[config.mk]
export PLATFORM = sky130hd
export DESIGN_NAME = vfv_cfg
export DESIGN_NICKNAME = d
export VERILOG_FILES = /design/src/rtl/vfv_pkg.sv /design/src/rtl/vfv_cfg.sv
export SDC_FILE = /design/constraint.sdc
export NUM_CORES = 1
export LEC_CHECK = 0
export ABC_AREA = 1
export BUFFER_PORTS_ARGS = -buffer_cell sky130_fd_sc_hd__clkbuf_2
export CAP_MARGIN = 10
export CORE_UTILIZATION = 45
export CTS_CLUSTER_SIZE = 30
export DETAILED_ROUTE_END_ITERATION = 16
export PLACE_DENSITY = 0.77
export SYNTH_ARGS = -nofsm -noshare
export SYNTH_HDL_FRONTEND = slang
export SYNTH_SLANG_ARGS = --single-unit
[constraint.sdc]
create_clock -name clk -period 4.7 [get_ports clk]
set_clock_uncertainty 0.05 [all_clocks]
set_input_delay 1.41 -clock clk [delete_from_list [all_inputs] [get_ports clk]]
set_output_delay 1.41 -clock clk [all_outputs]
set_load 0.05 [all_outputs]
[src/rtl/vfv_pkg.sv]
// vfv_pkg: shared types and constants of the voxel face visibility block
// opcode and register index codes, the queued command and the configuration bundle
// no dependencies
`default_nettype none

package vfv_pkg;

  localparam int GRASS_LAYER = 4;
  localparam int QUEUE_DEPTH = 2;
  localparam int CFG_AW      = 5;

  typedef enum logic [1:0] {
    OP_WRITE = 2'd0,
    OP_QUERY = 2'd1,
    OP_FILL  = 2'd2,
    OP_NOP   = 2'd3
  } op_t;

  typedef enum logic [2:0] {
    REG_AIR     = 3'd0,
    REG_STONE   = 3'd1,
    REG_DIRT    = 3'd2,
    REG_GRASS   = 3'd3,
    REG_CHUNK_X = 3'd4,
    REG_CHUNK_Z = 3'd5
  } reg_idx_t;

  typedef struct packed {
    op_t        op;
    logic       in_grid;
    logic [5:0] nb_in;
    logic [3:0] x;
    logic [3:0] y;
    logic [3:0] z;
    logic [3:0] tin;
  } cmd_t;

  typedef struct packed {
    logic [3:0]  air;
    logic [3:0]  stone;
    logic [3:0]  dirt;
    logic [3:0]  grass;
    logic [11:0] chunk_x;
    logic [11:0] chunk_z;
  } cfg_t;

endpackage

`default_nettype wire

[src/rtl/vfv_cfg.sv]
// vfv_cfg: configuration registers behind the register bus port
// uses vfv_pkg for register codes and the configuration bundle
`default_nettype none

module vfv_cfg (
  input  logic                      clk,
  input  logic                      rst_n,
  input  logic                      psel,
  input  logic                      penable,
  input  logic                      pwrite,
  input  logic [vfv_pkg::CFG_AW-1:0] paddr,
  input  logic [31:0]               pwdata,
  output logic [31:0]               prdata,
  output logic                      pready,
  output vfv_pkg::cfg_t             cfg
);
  import vfv_pkg::*;

  cfg_t     cfg_r;
  reg_idx_t idx;

  assign idx    = reg_idx_t'(paddr[4:2]);
  assign pready = 1'b1;
  assign cfg    = cfg_r;

  always_ff @(posedge clk) begin
    if (!rst_n) begin
      cfg_r.air     <= 4'd0;
      cfg_r.stone   <= 4'd1;
      cfg_r.dirt    <= 4'd2;
      cfg_r.grass   <= 4'd3;
      cfg_r.chunk_x <= 12'd0;
      cfg_r.chunk_z <= 12'd0;
    end else if (psel && penable && pwrite) begin
      unique case (idx)
        REG_AIR:     cfg_r.air     <= pwdata[3:0];
        REG_STONE:   cfg_r.stone   <= pwdata[3:0];
        REG_DIRT:    cfg_r.dirt    <= pwdata[3:0];
        REG_GRASS:   cfg_r.grass   <= pwdata[3:0];
        REG_CHUNK_X: cfg_r.chunk_x <= pwdata[11:0];
        REG_CHUNK_Z: cfg_r.chunk_z <= pwdata[11:0];
        default: ;
      endcase
    end
  end

  always_comb begin
    unique case (idx)
      REG_AIR:     prdata = {28'd0, cfg_r.air};
      REG_STONE:   prdata = {28'd0, cfg_r.stone};
      REG_DIRT:    prdata = {28'd0, cfg_r.dirt};
      REG_GRASS:   prdata = {28'd0, cfg_r.grass};
      REG_CHUNK_X: prdata = {20'd0, cfg_r.chunk_x};
      REG_CHUNK_Z: prdata = {20'd0, cfg_r.chunk_z};
      default:     prdata = 32'd0;
    endcase
  end

endmodule

`default_nettype wire

==> metrics.txt <==
power density cells 283 nW/µm²; flip-flop cell with the highest count after synthesis sky130_fd_sc_hd__dfxtp_1; unrepaired setup endpoints after global routing no; flop and latch count out of synthesis 40; count of flip-flops with a built-in enable after synthesis 0; DR vias/cell 4.75; routed wire length per instance 11.8 µm; wire length of the first global-routing pass 8.92 mm; Detailed Routing Iterations Pass 1 5; total vias in the final route 2246; area of the core 4880 µm²; measured slew at the worst slew-check pin 0.932 ns; Yosys Warn Count 0; standard-cell row count 25; type of the most critical hold path flop to flop; max-cap viol count 0; maximum fanout along the worst path 16; Static Leakage 0.00131 µW; Register-to-Register Path Depth 2; instance count of the mapped netlist 342; synthesized area per cell 6.89 µm²; overall routed net length 5.57 mm; fraction of synthesis flops using an asynchronous set or reset pin 0%; die width 74.4 µm; final-report setup violation count 0; global route total overflow 0; number of slew-limit violations in the final report 0; area of the multi-input gates 1200 µm²; Total Routing Usage GR 21.2%; DP HPWL 3.94 mm; initial antenna violation count 0; layout cells sized above 1 29.6%; critical path's top delay family buffers and inverters; maximum clock rate 236 MHz; outcome completed; nets 447; number of gates resized after CTS 0; Final TNS setup 0 ns; pre-CTS setup slack 0.447 ns; sequential-to-total area share from yosys stat 34.0%; min setup slack post-route 0.465 ns; number of distinct library cells after synthesis 20; cell breakdown of the critical path clkbuf_2 -> inv_1 -> nand2_4 -> nor2_4 -> nand2_1 -> o21ai_0 -> clkbuf_2; Worst Hold Path Cells 2; n_diodes 0; buffers inserted during post-CTS setup optimization 0; CTS clock-pin slew for the worst setup and hold paths 0.07 ns; cell with the largest stage delay on the worst path sky130_fd_sc_hd__nor2_4; most common library cell in the layout ignoring fill and taps sky130_fd_sc_hd__nand2_1; Largest register FFs 40; clock latency of the later-clocked register in the worst-skew pair 0.30 ns; number of levels in the clock H-tree 2; Post-CTS Hold Fix Bufs 0; Fillers 486; clock tree from TritonCTS built; worst-case headroom to the max-slew limit 37.8%; count of input and output buffers 71; full die area 5530 µm²; Worst path most repeated cell sky130_fd_sc_hd__clkbuf_2; initial standard-cell utilization of the core 48.3%; kind of end point of the critical path output port; Top Ports 115; Required @ worst endpoint 3.24 ns; maximum count of clock buffers along a single path 2; remaining antenna violation count 0; shortest period the worst path allows 4.23 ns; Layout Area Growth over Synthesis 13.8%; number of buffers added by the clock tree synthesis step 5; via count of the first global-routing pass 1875; maximum VDD drop 0.000142 V; Vert. Die Dim 74.4 µm; DRC errors left 0; area of the mapped netlist 2360 µm²; post-route fraction of the period consumed by the critical path 90.1%; highest-count cells in the layout ignoring fill and taps sky130_fd_sc_hd__nand2_1 (78), sky130_fd_sc_hd__nor2_1 (73), sky130_fd_sc_hd__clkbuf_2 (71), sky130_fd_sc_hd__dfxtp_1 (40), sky130_fd_sc_hd__inv_1 (27); DRT iter0 DRCs 136; Setup crit start kind primary input; register area 801 µm²; Buffers & Inverters on Critical Path 3; data arrival time of the critical path 2.77 ns; PnR Total Power 759 µW; Crit Path Category primary input to output port; post-route worst hold slack 0.436 ns; routability cong. 0.869; delay of the slowest critical-path stage 0.37 ns; largest net degree at the start of global routing 41; CP Depth 7; CTS Root Buffer Type sky130_fd_sc_hd__clkbuf_8; Clock Sink Count 40; final number of hold-violating endpoints 0
cell families after synthesis:
logic type	after synthesis	synth area share, %
AND/OR/NAND/NOR	221	44.9
AO/OA/AOI/OAI	13	2.76
flip-flops	40	34.0
other	2	0.319
buffers and inverters	66	18.0
area by class of cell:
class	instances	share of cell area, %
multi-input cells	255	44.8
flip-flops and latches	40	29.9
repair buffers	74	14.1
inverters	29	4.06
well taps	67	3.13
clock buffers	6	2.71
clock inverters	2	1.31
cell usage after synthesis, types with 5 or more instances:
| cell type | count | area [µm²] |
|---|---|---|
| sky130_fd_sc_hd__o21ai_0 | 10 | 50.1 |
| sky130_fd_sc_hd__inv_1 | 27 | 101 |
| sky130_fd_sc_hd__nor2_2 | 13 | 81.3 |
| sky130_fd_sc_hd__buf_6 | 8 | 90.1 |
| sky130_fd_sc_hd__nand4_1 | 8 | 50.1 |
| sky130_fd_sc_hd__dfxtp_1 | 40 | 801 |
| sky130_fd_sc_hd__buf_4 | 26 | 195 |
| sky130_fd_sc_hd__nand3_2 | 13 | 130 |
| sky130_fd_sc_hd__nand2_2 | 5 | 31.3 |
| sky130_fd_sc_hd__nand3_1 | 25 | 125 |
| sky130_fd_sc_hd__nand2_1 | 78 | 293 |
| sky130_fd_sc_hd__nor2_1 | 73 | 274 |
worst min-delay path, cell delays in order (launching register included):
cell	delay, ns
sky130_fd_sc_hd__dfxtp_1	0.32
sky130_fd_sc_hd__nand2_1	0.06
sky130_fd_sc_hd__nand3_1	0.06
layer usage:
metal | routed length (µm) | vias to the layer above | part of all wire, % | track usage, %
met5 | 0 | - | 0 | 0
met3 | 382 | 7 | 6.9 | 4.34
li1 | - | 1139 | - | -
met1 | 2450 | 1011 | 44 | 27.9
met4 | 72 | 0 | 1.3 | 6.92
met2 | 2670 | 89 | 48 | 34.8
path summary, 6_finish.rpt:
| kind | startpoint | end | slack [ns] |
|---|---|---|---|
| setup / recovery | paddr[2] | prdata[4] | 0.47 |
| hold / removal | cfg[24] | cfg[24] | 0.44 |
| setup reg to reg | cfg[32] | cfg[32] | 4.02 |
| hold reg to reg | cfg[24] | cfg[24] | 0.44 |
report_power, final:
part / total, µW / switching (µW) / internal [µW]
combinational: 133 / 108 / 24.4
sequential: 347 / 3.50 / 343
clock: 280 / 123 / 158
stage by stage:
stage                     instances  utilization, %  cell area, µm²
after detailed placement        465            52.7            2570
final                           473            54.9            2680
after global placement          465            52.7            2570
after CTS                       473            54.9            2680
after floorplan                 361               -            2430
after global routing            473            54.9            2680
Note: power is estimated with default switching activity, not from simulation.
