==> config.mk <==
export PLATFORM = sky130hd
export DESIGN_NAME = vfv_queue
export DESIGN_NICKNAME = d
export VERILOG_FILES = /design/src/rtl/vfv_pkg.sv /design/src/rtl/vfv_queue.sv
export SDC_FILE = /design/constraint.sdc
export NUM_CORES = 1
export LEC_CHECK = 0
export BUFFER_PORTS_ARGS = -buffer_cell sky130_fd_sc_hd__buf_4
export CORE_MARGIN = 10
export CORE_UTILIZATION = 36
export CTS_BUF_LIST = sky130_fd_sc_hd__clkbuf_4 sky130_fd_sc_hd__clkbuf_8
export DETAILED_ROUTE_END_ITERATION = 8
export GPL_ROUTABILITY_DRIVEN = 0
export PLACE_DENSITY = 0.6
export SYNTH_ARGS = -nofsm -noshare
export SYNTH_HDL_FRONTEND = slang
export SYNTH_SLANG_ARGS = --single-unit
export TNS_END_PERCENT = 30
==> constraint.sdc <==
create_clock -name clk -period 2.5 [get_ports clk]
set_input_delay 0 -clock clk [delete_from_list [all_inputs] [get_ports clk]]
set_output_delay 0 -clock clk [all_outputs]
set_load 0.05 [all_outputs]
==> src/rtl/vfv_pkg.sv <==
// vfv_pkg: shared types and constants of the voxel face visibility block
// opcode and register index codes, the queued command and the configuration bundle
// no dependencies
`default_nettype none

package vfv_pkg;

  localparam int GRASS_LAYER = 4;
  localparam int QUEUE_DEPTH = 2;
  localparam int CFG_AW      = 5;

  typedef enum logic [1:0] {
    OP_WRITE = 2'd0,
    OP_QUERY = 2'd1,
    OP_FILL  = 2'd2,
    OP_NOP   = 2'd3
  } op_t;

  typedef enum logic [2:0] {
    REG_AIR     = 3'd0,
    REG_STONE   = 3'd1,
    REG_DIRT    = 3'd2,
    REG_GRASS   = 3'd3,
    REG_CHUNK_X = 3'd4,
    REG_CHUNK_Z = 3'd5
  } reg_idx_t;

  typedef struct packed {
    op_t        op;
    logic       in_grid;
    logic [5:0] nb_in;
    logic [3:0] x;
    logic [3:0] y;
    logic [3:0] z;
    logic [3:0] tin;
  } cmd_t;

  typedef struct packed {
    logic [3:0]  air;
    logic [3:0]  stone;
    logic [3:0]  dirt;
    logic [3:0]  grass;
    logic [11:0] chunk_x;
    logic [11:0] chunk_z;
  } cfg_t;

endpackage

`default_nettype wire

==> src/rtl/vfv_queue.sv <==
// vfv_queue: short command queue between the front and the back end
// uses vfv_pkg for the command type and queue depth
`default_nettype none

module vfv_queue (
  input  logic          clk,
  input  logic          rst_n,
  input  logic          push,
  input  vfv_pkg::cmd_t cmd_in,
  output logic          full,
  input  logic          pop,
  output logic          valid,
  output vfv_pkg::cmd_t cmd_out
);
  import vfv_pkg::*;

  localparam int PW = (QUEUE_DEPTH > 1) ? $clog2(QUEUE_DEPTH) : 1;
  localparam int NW = $clog2(QUEUE_DEPTH + 1);
  localparam logic [PW-1:0] PMAX = PW'(QUEUE_DEPTH - 1);
  localparam logic [NW-1:0] NFULL = NW'(QUEUE_DEPTH);

  cmd_t          slot_r [QUEUE_DEPTH];
  logic [PW-1:0] wr_ptr_r, rd_ptr_r;
  logic [NW-1:0] count_r;

  assign full    = count_r == NFULL;
  assign valid   = count_r != '0;
  assign cmd_out = slot_r[rd_ptr_r];

  always_ff @(posedge clk) begin
    if (push) begin
      slot_r[wr_ptr_r] <= cmd_in;
    end
  end

  always_ff @(posedge clk) begin
    if (!rst_n) begin
      wr_ptr_r <= '0;
      rd_ptr_r <= '0;
      count_r  <= '0;
    end else begin
      if (push) begin
        wr_ptr_r <= (wr_ptr_r == PMAX) ? '0 : wr_ptr_r + PW'(1);
      end
      if (pop) begin
        rd_ptr_r <= (rd_ptr_r == PMAX) ? '0 : rd_ptr_r + PW'(1);
      end
      if (push && !pop) begin
        count_r <= count_r + NW'(1);
      end else if (pop && !push) begin
        count_r <= count_r - NW'(1);
      end
    end
  end

endmodule

`default_nettype wire

==> impl_metrics.ini, run 1 <==
[outcome]
outcome = finished, final reports clean

[global_route]
grt_max_degree = 20
grt_pass1_vias = 1305
grt_use_total_pct = 9.401
antenna_found_initial = 0
grt_pass1_wl_um = 6527
overflow = 0

[yosys]
yosys-top-cells-area = edfxtp_1 (74%), mux2_2 (14%), dfxtp_1 (4.9%)
avgSynthCellArea_um2 = 20.24
synth_top_area_cell = edfxtp_1
yosysUniqueCellTypes = 17
netlist_instances = 100
synth_nets = 130
synth_top_area_share_pct = 74.17
synth.most_common_cell = edfxtp_1
async_flop_share_pct = 0
ys.warnings.count = 0
synth_ff_type = edfxtp_1
ys_ff_latch = 55
ys_seq_area_share_pct = 79.11
synthesis.area_um2 = 2024
synth_edf_count = 50
netlist_top_cells_count = edfxtp_1 (50), mux2_2 (25), dfxtp_1 (5)

[min_path]
worstHoldStart = pop
holdPathStages = 3
hold_class = input pin to flop

[clocking]
post_cts_buffers = 0
cts_tree = yes
cts_made_buffers = 5
htree_levels = 2
clockBufferDepth = 2
path_clk_slew_ns = 0.09
clock_latency_ns = 0.29
root_buffer = clkbuf_8
clock-sinks = 55

[detailed_routing]
vias = 1154
drc = 0
first_pass_iters = 5
drtIter0Drc = 67
wl_per_cell_um = 15.86
drtAntennaViolNets = 0
wl_um = 4140
via_per_inst = 4.421

[sta]
timing.fmax_mhz = 581.2
setup_viol = 0
slew_headroom_pct = 60.02
setup_tns_ns = 0
post-route-period-util_pct = 68.82
maxSlewViolCount = 0
final.min_clock_period_ns = 1.720
tightest_slew_ns = 0.5970
hold_violations = 0
skew_ns = 0.003600
rsz0062_at_grt = false

[die]
fp.dieW_um = 94.99
fp.dieArea_um2 = 9023
core_um2 = 5473
initial_core_util_pct = 36.99
fp.dieH_um = 94.99
num_rows = 27
pin_count = 56

[final_layout]
nets = 218
antenna_cells = 0
areaGrowthSynthToFinish_pct = 42.34
layout-drive-gt1-share_pct = 49.74
final_util_pct = 52.65

[power_and_ir_drop]
swShare_pct = 26.93
ir_drop_v = 0.0002510
p_leak_nw = 1.103
p_clk_share_pct = 23.6
p_int_w = 0.001453
p_comb_share_pct = 22.2
switchingPower_w = 0.0005357
p_per_area_nw_per_um2 = 690.3
seqPwrFrac_pct = 54.1

[setup_path]
reg2reg_slack_ns = 1.02
r2r_start = wr_ptr_r
end_kind = output pin
crit_arrival_ns = 1.72
worstSetupStartpointType = flop
crit_type = flop to output pin
rr_worst_depth = 2
rr_endpoint = slot_r[0][15]
crit_path_max_fanout = 19
worst_ep_required_time_ns = 2.50

[placed_design]
io_buffers = 55
hpwl_um = 2905

[flow_run]
max_cap_viol_count = 0
-- routing by layer --
layer / up-vias / share of wire, % / wire length, µm / global-route usage [%]
met3: 5 / 5.3 / 220 / 2.617
met2: 34 / 55 / 2280 / 17.96
met4: 0 / 1.3 / 54 / 3.367
li1: 554 / - / - / -
met5: - / 0 / 0 / 0
met1: 561 / 38 / 1584 / 9.458
-- kinds of logic after synthesis --
| kind of cell | after synthesis | share of synthesized area, % |
|---|---|---|
| XOR/XNOR | 3 | 1.298 |
| multiplexers | 25 | 13.91 |
| AND/OR/NAND/NOR | 9 | 2.905 |
| buffers and inverters | 4 | 1.174 |
| AO/OA/AOI/OAI | 3 | 0.9889 |
| flip-flops | 55 | 79.11 |
| adder cells (fa/ha/maj) | 1 | 0.6179 |
-- registers in the layout (all words and copies together) (netlist names), named ones only --
signal	count
count_r	2
rd_ptr_r	1
slot_r	50
wr_ptr_r	1
-- worst max-delay path by stage --
stage,cells after the start,start,end
2_1_floorplan,1,wr_ptr_r,slot_r[0][0]
4_1_cts,3,flop,cmd_out[23]
3_5_place_dp,2,wr_ptr_r,slot_r[0][13]
3_3_place_gp,2,wr_ptr_r,slot_r[0][13]
6_report,3,flop,cmd_out[3]
5_1_grt,3,flop,cmd_out[23]
-- cells in the final DEF, fill, tap and decap left out, drive strengths merged --
cell / Yosys / final
a21boi: 1 / 1
and2: 4 / 4
and2b: 1 / 1
buf: 3 / 58
clkbuf: 0 / 7
clkinv: 0 / 1
dfxtp: 5 / 5
dlygate4sd3: 0 / 26
edfxtp: 50 / 50
ha: 1 / 1
inv: 1 / 1
mux2: 25 / 25
nor2b: 2 / 2
o21a: 1 / 1
o21ai: 1 / 1
or2: 1 / 1
or3: 1 / 1
xnor2: 1 / 1
xor2: 2 / 2
-- through the flow --
stage / hold slack [ns] / worst slack [ns] / cell area, µm² / instances / power (W)
floorplan: 0.09887 / 0.6180 / 2024 / 100 / 0.001371
global placement: 0.1862 / 1.063 / 2532 / 227 / 0.001502
detailed placement: 0.1887 / 1.004 / 2532 / 227 / 0.001511
CTS: 0.03337 / 0.7448 / 2882 / 261 / 0.002010
global route: 0.04070 / 0.6699 / 2882 / 261 / 0.002071
finish: 0.03608 / 0.7795 / 2882 / 261 / 0.001989
-- timing repair --
action	4_1_cts	5_1_grt
gates resized for setup	0	0
hold endpoints to repair	54	0
endpoints found under the setup margin	0	0
hold buffers	26	0
-- power by group through the flow --
stage | Combinational, W | Clock [W] | Sequential, W
global placement | 0.000407 | 0 | 0.00110
detailed placement | 0.000413 | 0 | 0.00110
floorplan | 0.000280 | 0 | 0.00109
global route | 0.000467 | 0.000521 | 0.00108
CTS | 0.000448 | 0.000485 | 0.00108
finish | 0.000442 | 0.000470 | 0.00108
-- critical path: stages (launching register included) --
cell and delay (ns):
dfxtp_1 0.51, buf_4 0.34, mux2_2 0.38, buf_4 0.19
-- area by class of cell --
class | instances | area, µm²
Fill cell | 467 | 2591
Sequential cell | 55 | 1602
Timing Repair Buffer | 84 | 695.7
Multi-Input combinational cell | 41 | 401.6
Tap cell | 72 | 90.09
Clock buffer | 7 | 83.83
Clock inverter | 1 | 5.005
Inverter | 1 | 3.754
Note: power is estimated with default switching activity, not from simulation.
==> run 2: changes to the inputs <==
--- a/config.mk
+++ b/config.mk
@@ -5,13 +5,14 @@
 export SDC_FILE = /design/constraint.sdc
 export NUM_CORES = 1
 export LEC_CHECK = 0
+export ABC_AREA = 1
 export BUFFER_PORTS_ARGS = -buffer_cell sky130_fd_sc_hd__buf_4
 export CORE_MARGIN = 10
 export CORE_UTILIZATION = 36
 export CTS_BUF_LIST = sky130_fd_sc_hd__clkbuf_4 sky130_fd_sc_hd__clkbuf_8
 export DETAILED_ROUTE_END_ITERATION = 8
 export GPL_ROUTABILITY_DRIVEN = 0
-export PLACE_DENSITY = 0.6
+export PLACE_DENSITY = 0.59
 export SYNTH_ARGS = -nofsm -noshare
 export SYNTH_HDL_FRONTEND = slang
 export SYNTH_SLANG_ARGS = --single-unit
==> constraint.sdc (replaced) <==
create_clock -name clk -period 1.7 [get_ports clk]
set_input_delay 0 -clock clk [delete_from_list [all_inputs] [get_ports clk]]
set_output_delay 0 -clock clk [all_outputs]
set_load 0.05 [all_outputs]
==> impl_metrics.ini, run 2 <==
[yosys]
yosysUniqueCellTypes = 14
synth_top_family_by_area = multiplexers
synthesis.area_um2 = 2137
ys_ff_latch = 55
netlist_instances = 113
synth-compound-area-share_pct = 0.4684
synth_nets = 143
synth_top_area_cell = edfxtp_1
ys_seq_area_share_pct = 74.94
synth_top_area_share_pct = 70.26
synth_ff_type = edfxtp_1
netlist_top_cells_count = edfxtp_1 (50), mux2_4 (20), nand2_1 (9)
ys.warnings.count = 0
yosys-top-cells-area = edfxtp_1 (70%), mux2_4 (14%), dfxtp_1 (4.7%)
synth_edf_count = 50
synthAdderAreaFrac_pct = 0.5855
synth_xor_area_share_pct = 0
async_flop_share_pct = 0
synthSimpleGateAreaFrac_pct = 3.513
synth.most_common_cell = edfxtp_1
synth.mux.area_fraction_pct = 16.69
avgSynthCellArea_um2 = 18.91

[power_and_ir_drop]
p_clk_share_pct = 23.6
p_int_w = 0.002111
ir_drop_v = 0.0006170
switchingPower_w = 0.0007789
seqPwrFrac_pct = 54.8
p_per_area_nw_per_um2 = 952.7
p_comb_share_pct = 21.6
swShare_pct = 26.96
p_leak_nw = 1.238

[setup_path]
crit_top_cell = buf_4
end_kind = output pin
worstSetupStartpointType = flop
worst_ep_required_time_ns = 1.70
crit_type = flop to output pin
crit_arrival_ns = 1.52
crit_path_max_fanout = 9
max_stage_delay_ns = 0.49
cpLargestDelayFamily = flip-flops
crit_chain = buf_4 -> mux2_4 -> buf_4
worst-path-buf-inv = 2
cp_slowest_cell = dfxtp_2

[detailed_routing]
vias = 1203
wl_um = 4019
wl_per_cell_um = 14.20
drc = 0
via_per_inst = 4.251
drtAntennaViolNets = 0
drtIter0Drc = 24
first_pass_iters = 3

[sta]
setup_viol = 0
tightest_slew_ns = 0.2545
hold_violations = 0
skew_ns = 0.002733
setup_tns_ns = 0
rsz0062_at_grt = false
maxSlewViolCount = 0
post-route-period-util_pct = 89.33
worst_slack_ns = 0.1813
timing.fmax_mhz = 658.5
final.min_clock_period_ns = 1.519
slew_headroom_pct = 83.03

[global_route]
grt_pass1_wl_um = 6699
overflow = 0
grt_max_degree = 18
antenna_found_initial = 0
grt_use_total_pct = 8.776
grt_pass1_vias = 1373

[die]
fp.dieArea_um2 = 9418
fp.dieW_um = 97.05
num_rows = 28
core_um2 = 5851
initial_core_util_pct = 36.53
fp.dieH_um = 97.05
pin_count = 56

[clocking]
clock-sinks = 55
cts_made_buffers = 5
root_buffer = clkbuf_8
cts_resized = 0
clockBufferDepth = 2
cts_tree = yes
clock_latency_ns = 0.30
path_clk_slew_ns = 0.09
htree_levels = 2

[final_layout]
layout-drive-gt1-share_pct = 46.15
areaGrowthSynthToFinish_pct = 41.92
largest_reg_flops = 50
nets = 237
design_area_um2 = 3033
final_cell_mix = buf_4 (60), edfxtp_1 (50), dlygate4sd3_1 (29)
reg_top3 = slot_r (50), count_r (2)
largest-register = slot_r
antenna_cells = 0
final_common_cell = buf_4
final_util_pct = 51.84

[outcome]
outcome = finished, final reports clean

[placed_design]
placed_cell_area_um2 = 2654
io_buffers = 55
hpwl_um = 3069
place_worst_setup_slack_ns = 0.4838

[flow_run]
max_cap_viol_count = 0

[min_path]
hold_class = input pin to flop
-- run 2: layer usage --
metal	global-route usage, %	wire length [µm]
met1	9.307	1580
met2	14.81	2036
met3	4.054	336
met4	3.405	65
met5	0	0
-- run 2: stage by stage --
stage | hold WS (ns) | cells | total power (W)
after floorplan | 0.09887 | 113 | 0.002009
after global placement | 0.1860 | 246 | 0.002180
after detailed placement | 0.1879 | 246 | 0.002196
after CTS | 0.4129 | 283 | 0.002936
after global routing | 0.4179 | 283 | 0.003019
final | 0.4223 | 283 | 0.002890
-- run 2: cell type report --
type                    instances  area [µm²]
clock inverters                 3       20.02
flip-flops and latches         55        1603
well taps                      75       93.84
fillers                       481        2818
clock buffers                   5       68.82
repair buffers                 90       760.7
inverters                       8       30.03
multi-input cells              47       456.7
-- run 2: cells by family (layout without fill, tap and decap cells) --
logic type	Yosys count	in the layout
flip-flops	55	55
AND/OR/NAND/NOR	19	19
adder cells (fa/ha/maj)	1	1
multiplexers	25	25
buffers and inverters	11	106
AO/OA/AOI/OAI	2	2
-- run 2: power groups by stage --
stage | combinational, W | clock [W] | sequential, W
4_1_cts | 0.000635 | 0.000715 | 0.00159
3_5_place_dp | 0.000578 | 0 | 0.00162
6_report | 0.000624 | 0.000682 | 0.00158
3_3_place_gp | 0.000568 | 0 | 0.00161
5_1_grt | 0.000663 | 0.000761 | 0.00159
2_1_floorplan | 0.000405 | 0 | 0.00160
-- run 2: path summary, 6_finish.rpt --
path                                  from       endpoint  slack (ns)  cells past startpoint
worst min register to register    rd_ptr_r           flop        0.51                      2
worst max-delay path                  flop    cmd_out[20]        0.18                      3
worst min-delay path            cmd_in[16]  slot_r[1][16]        0.42                      2
worst max register to register    wr_ptr_r       wr_ptr_r        0.50                      4
-- run 2: what timing repair did --
item | in CTS | in global routing
endpoints found under the setup margin | 0 | 0
endpoints found under the hold margin | 55 | 0
setup buffers | 0 | 0
hold buffers | 29 | 0
==> run 3: changes to the inputs <==
--- a/config.mk
+++ b/config.mk
@@ -7,12 +7,14 @@
 export LEC_CHECK = 0
 export ABC_AREA = 1
 export BUFFER_PORTS_ARGS = -buffer_cell sky130_fd_sc_hd__buf_4
+export CELL_PAD_IN_SITES_DETAIL_PLACEMENT = 1
+export CELL_PAD_IN_SITES_GLOBAL_PLACEMENT = 2
 export CORE_MARGIN = 10
 export CORE_UTILIZATION = 36
 export CTS_BUF_LIST = sky130_fd_sc_hd__clkbuf_4 sky130_fd_sc_hd__clkbuf_8
 export DETAILED_ROUTE_END_ITERATION = 8
 export GPL_ROUTABILITY_DRIVEN = 0
-export PLACE_DENSITY = 0.59
+export PLACE_DENSITY = 0.78
 export SYNTH_ARGS = -nofsm -noshare
 export SYNTH_HDL_FRONTEND = slang
 export SYNTH_SLANG_ARGS = --single-unit
==> impl_metrics.ini, run 3 (same netlist as run 2, synthesis figures left out) <==
[outcome]
outcome = finished, final reports clean

[setup_path]
rr_endpoint = wr_ptr_r
worst_ep_required_time_ns = 1.70
worstSetupStartpointType = flop
crit_arrival_ns = 1.54
crit_type = flop to output pin
crit_path_max_fanout = 17
reg2reg_slack_ns = 0.51
crit_end = cmd_out[18]
rr_worst_depth = 4
r2r_start = wr_ptr_r
end_kind = output pin

[clocking]
clock_latency_ns = 0.30
clock-sinks = 55
root_buffer = clkbuf_8
cts_made_buffers = 5
clockBufferDepth = 2
post_cts_buffers = 0
cts_tree = yes
path_clk_slew_ns = 0.09
htree_levels = 2

[final_layout]
largest-register = slot_r
areaGrowthSynthToFinish_pct = 42.51
largest_reg_flops = 50
layout-drive-gt1-share_pct = 45.67
reg_top3 = slot_r (50), count_r (2)
design_area_um2 = 3045
final_common_cell = buf_4
nets = 237
antenna_cells = 0
final_cell_mix = buf_4 (59), edfxtp_1 (50), dlygate4sd3_1 (30)

[detailed_routing]
via_per_inst = 4.385
drtAntennaViolNets = 0
first_pass_iters = 3
vias = 1241
wl_um = 4634
wl_per_cell_um = 16.37
drc = 0
drtIter0Drc = 69

[flow_run]
max_cap_viol_count = 0

[sta]
timing.fmax_mhz = 648.2
slew_headroom_pct = 81.74
tightest_slew_ns = 0.2739
skew_ns = 0.004387
setup_tns_ns = 0
hold_violations = 0
setup_viol = 0
final.min_clock_period_ns = 1.543
rsz0062_at_grt = false
maxSlewViolCount = 0
post-route-period-util_pct = 90.75

[power_and_ir_drop]
finalPower_w = 0.002961
p_per_area_nw_per_um2 = 972.4
ir_drop_v = 0.0004347
p_leak_nw = 1.249

[global_route]
grt_pass1_wl_um = 7603
grt_use_total_pct = 10.04
overflow = 0
use_met2_pct = 18.62
grt_max_degree = 18
grtUsageMet3_pct = 3.698
met1_usage_pct = 9.744
antenna_found_initial = 0
busiest_layer = met2
grt_pass1_vias = 1517

[placed_design]
io_buffers = 55
placed_cell_area_um2 = 2646
hpwl_um = 3378

[die]
fp.dieArea_um2 = 9418
pin_count = 56
initial_core_util_pct = 36.53
fp.dieH_um = 97.05
core_um2 = 5851
fp.dieW_um = 97.05
num_rows = 28

[min_path]
hold_class = input pin to flop
run 3: cell count changes in the layout (fill, tap and decap cells not counted):
cell	previous run	this run
clkbuf_4	0	1
dlygate4sd3_1	29	30
clkinvlp_4	2	0
clkinv_2	1	0
clkinv_4	0	1
buf_4	60	59
clkbuf_8	5	6
run 3: layout make-up:
cell class,count,area (µm²)
clock buffers,7,90.09
clock inverters,1,8.758
fillers,563,2805
inverters,8,30.03
multi-input cells,47,456.7
flip-flops and latches,55,1603
well taps,75,93.84
repair buffers,90,763.2
run 3: worst min path at each step:
stage                     startpoint       endpoint  slack, ns  depth (start not counted)
after global routing      cmd_in[19]  slot_r[0][19]       0.41                          2
after global placement    cmd_in[22]  slot_r[0][22]       0.19                          1
after floorplan            cmd_in[0]   slot_r[0][0]        0.1                          0
final                     cmd_in[19]  slot_r[0][19]       0.42                          2
after detailed placement  cmd_in[16]  slot_r[1][16]       0.19                          1
after CTS                 cmd_in[21]  slot_r[0][21]       0.42                          2
run 3: power breakdown:
| group | leakage [nW] | internal (W) | switching (W) |
|---|---|---|---|
| registers | 0.511 | 0.00156 | 0.0000288 |
| clock network | 0.0519 | 0.000350 | 0.000393 |
| logic | 0.686 | 0.000268 | 0.000366 |
| total | 1.25 | 0.00217 | 0.000787 |
run 3: timing repair:
item | 4_1_cts | 5_1_grt
gates resized for setup | 0 | 0
hold buffers | 30 | 0
endpoints found under the hold margin | 55 | 0
run 3: critical path, stage by stage (launching register included):
cell	delay, ns
dfxtp_2	0.50
buf_12	0.22
mux2_4	0.32
buf_4	0.19
run 3: per-layer routing:
metal | vias up | part of all wire [%]
met3 | 6 | 7.6
li1 | 599 | -
met1 | 599 | 35
met4 | 0 | 1.6
met2 | 37 | 55
met5 | - | 0
run 3: through the flow:
stage | util (%) | hold slack, ns | instances | setup slack, ns
after floorplan | - | 0.09887 | 113 | 0.3082
after global placement | 45.23 | 0.1860 | 245 | 0.5010
after detailed placement | 45.23 | 0.1887 | 245 | 0.4725
after CTS | 52.05 | 0.4151 | 283 | 0.1289
after global routing | 52.05 | 0.4075 | 283 | 0.09667
final | 52.05 | 0.4227 | 283 | 0.1572
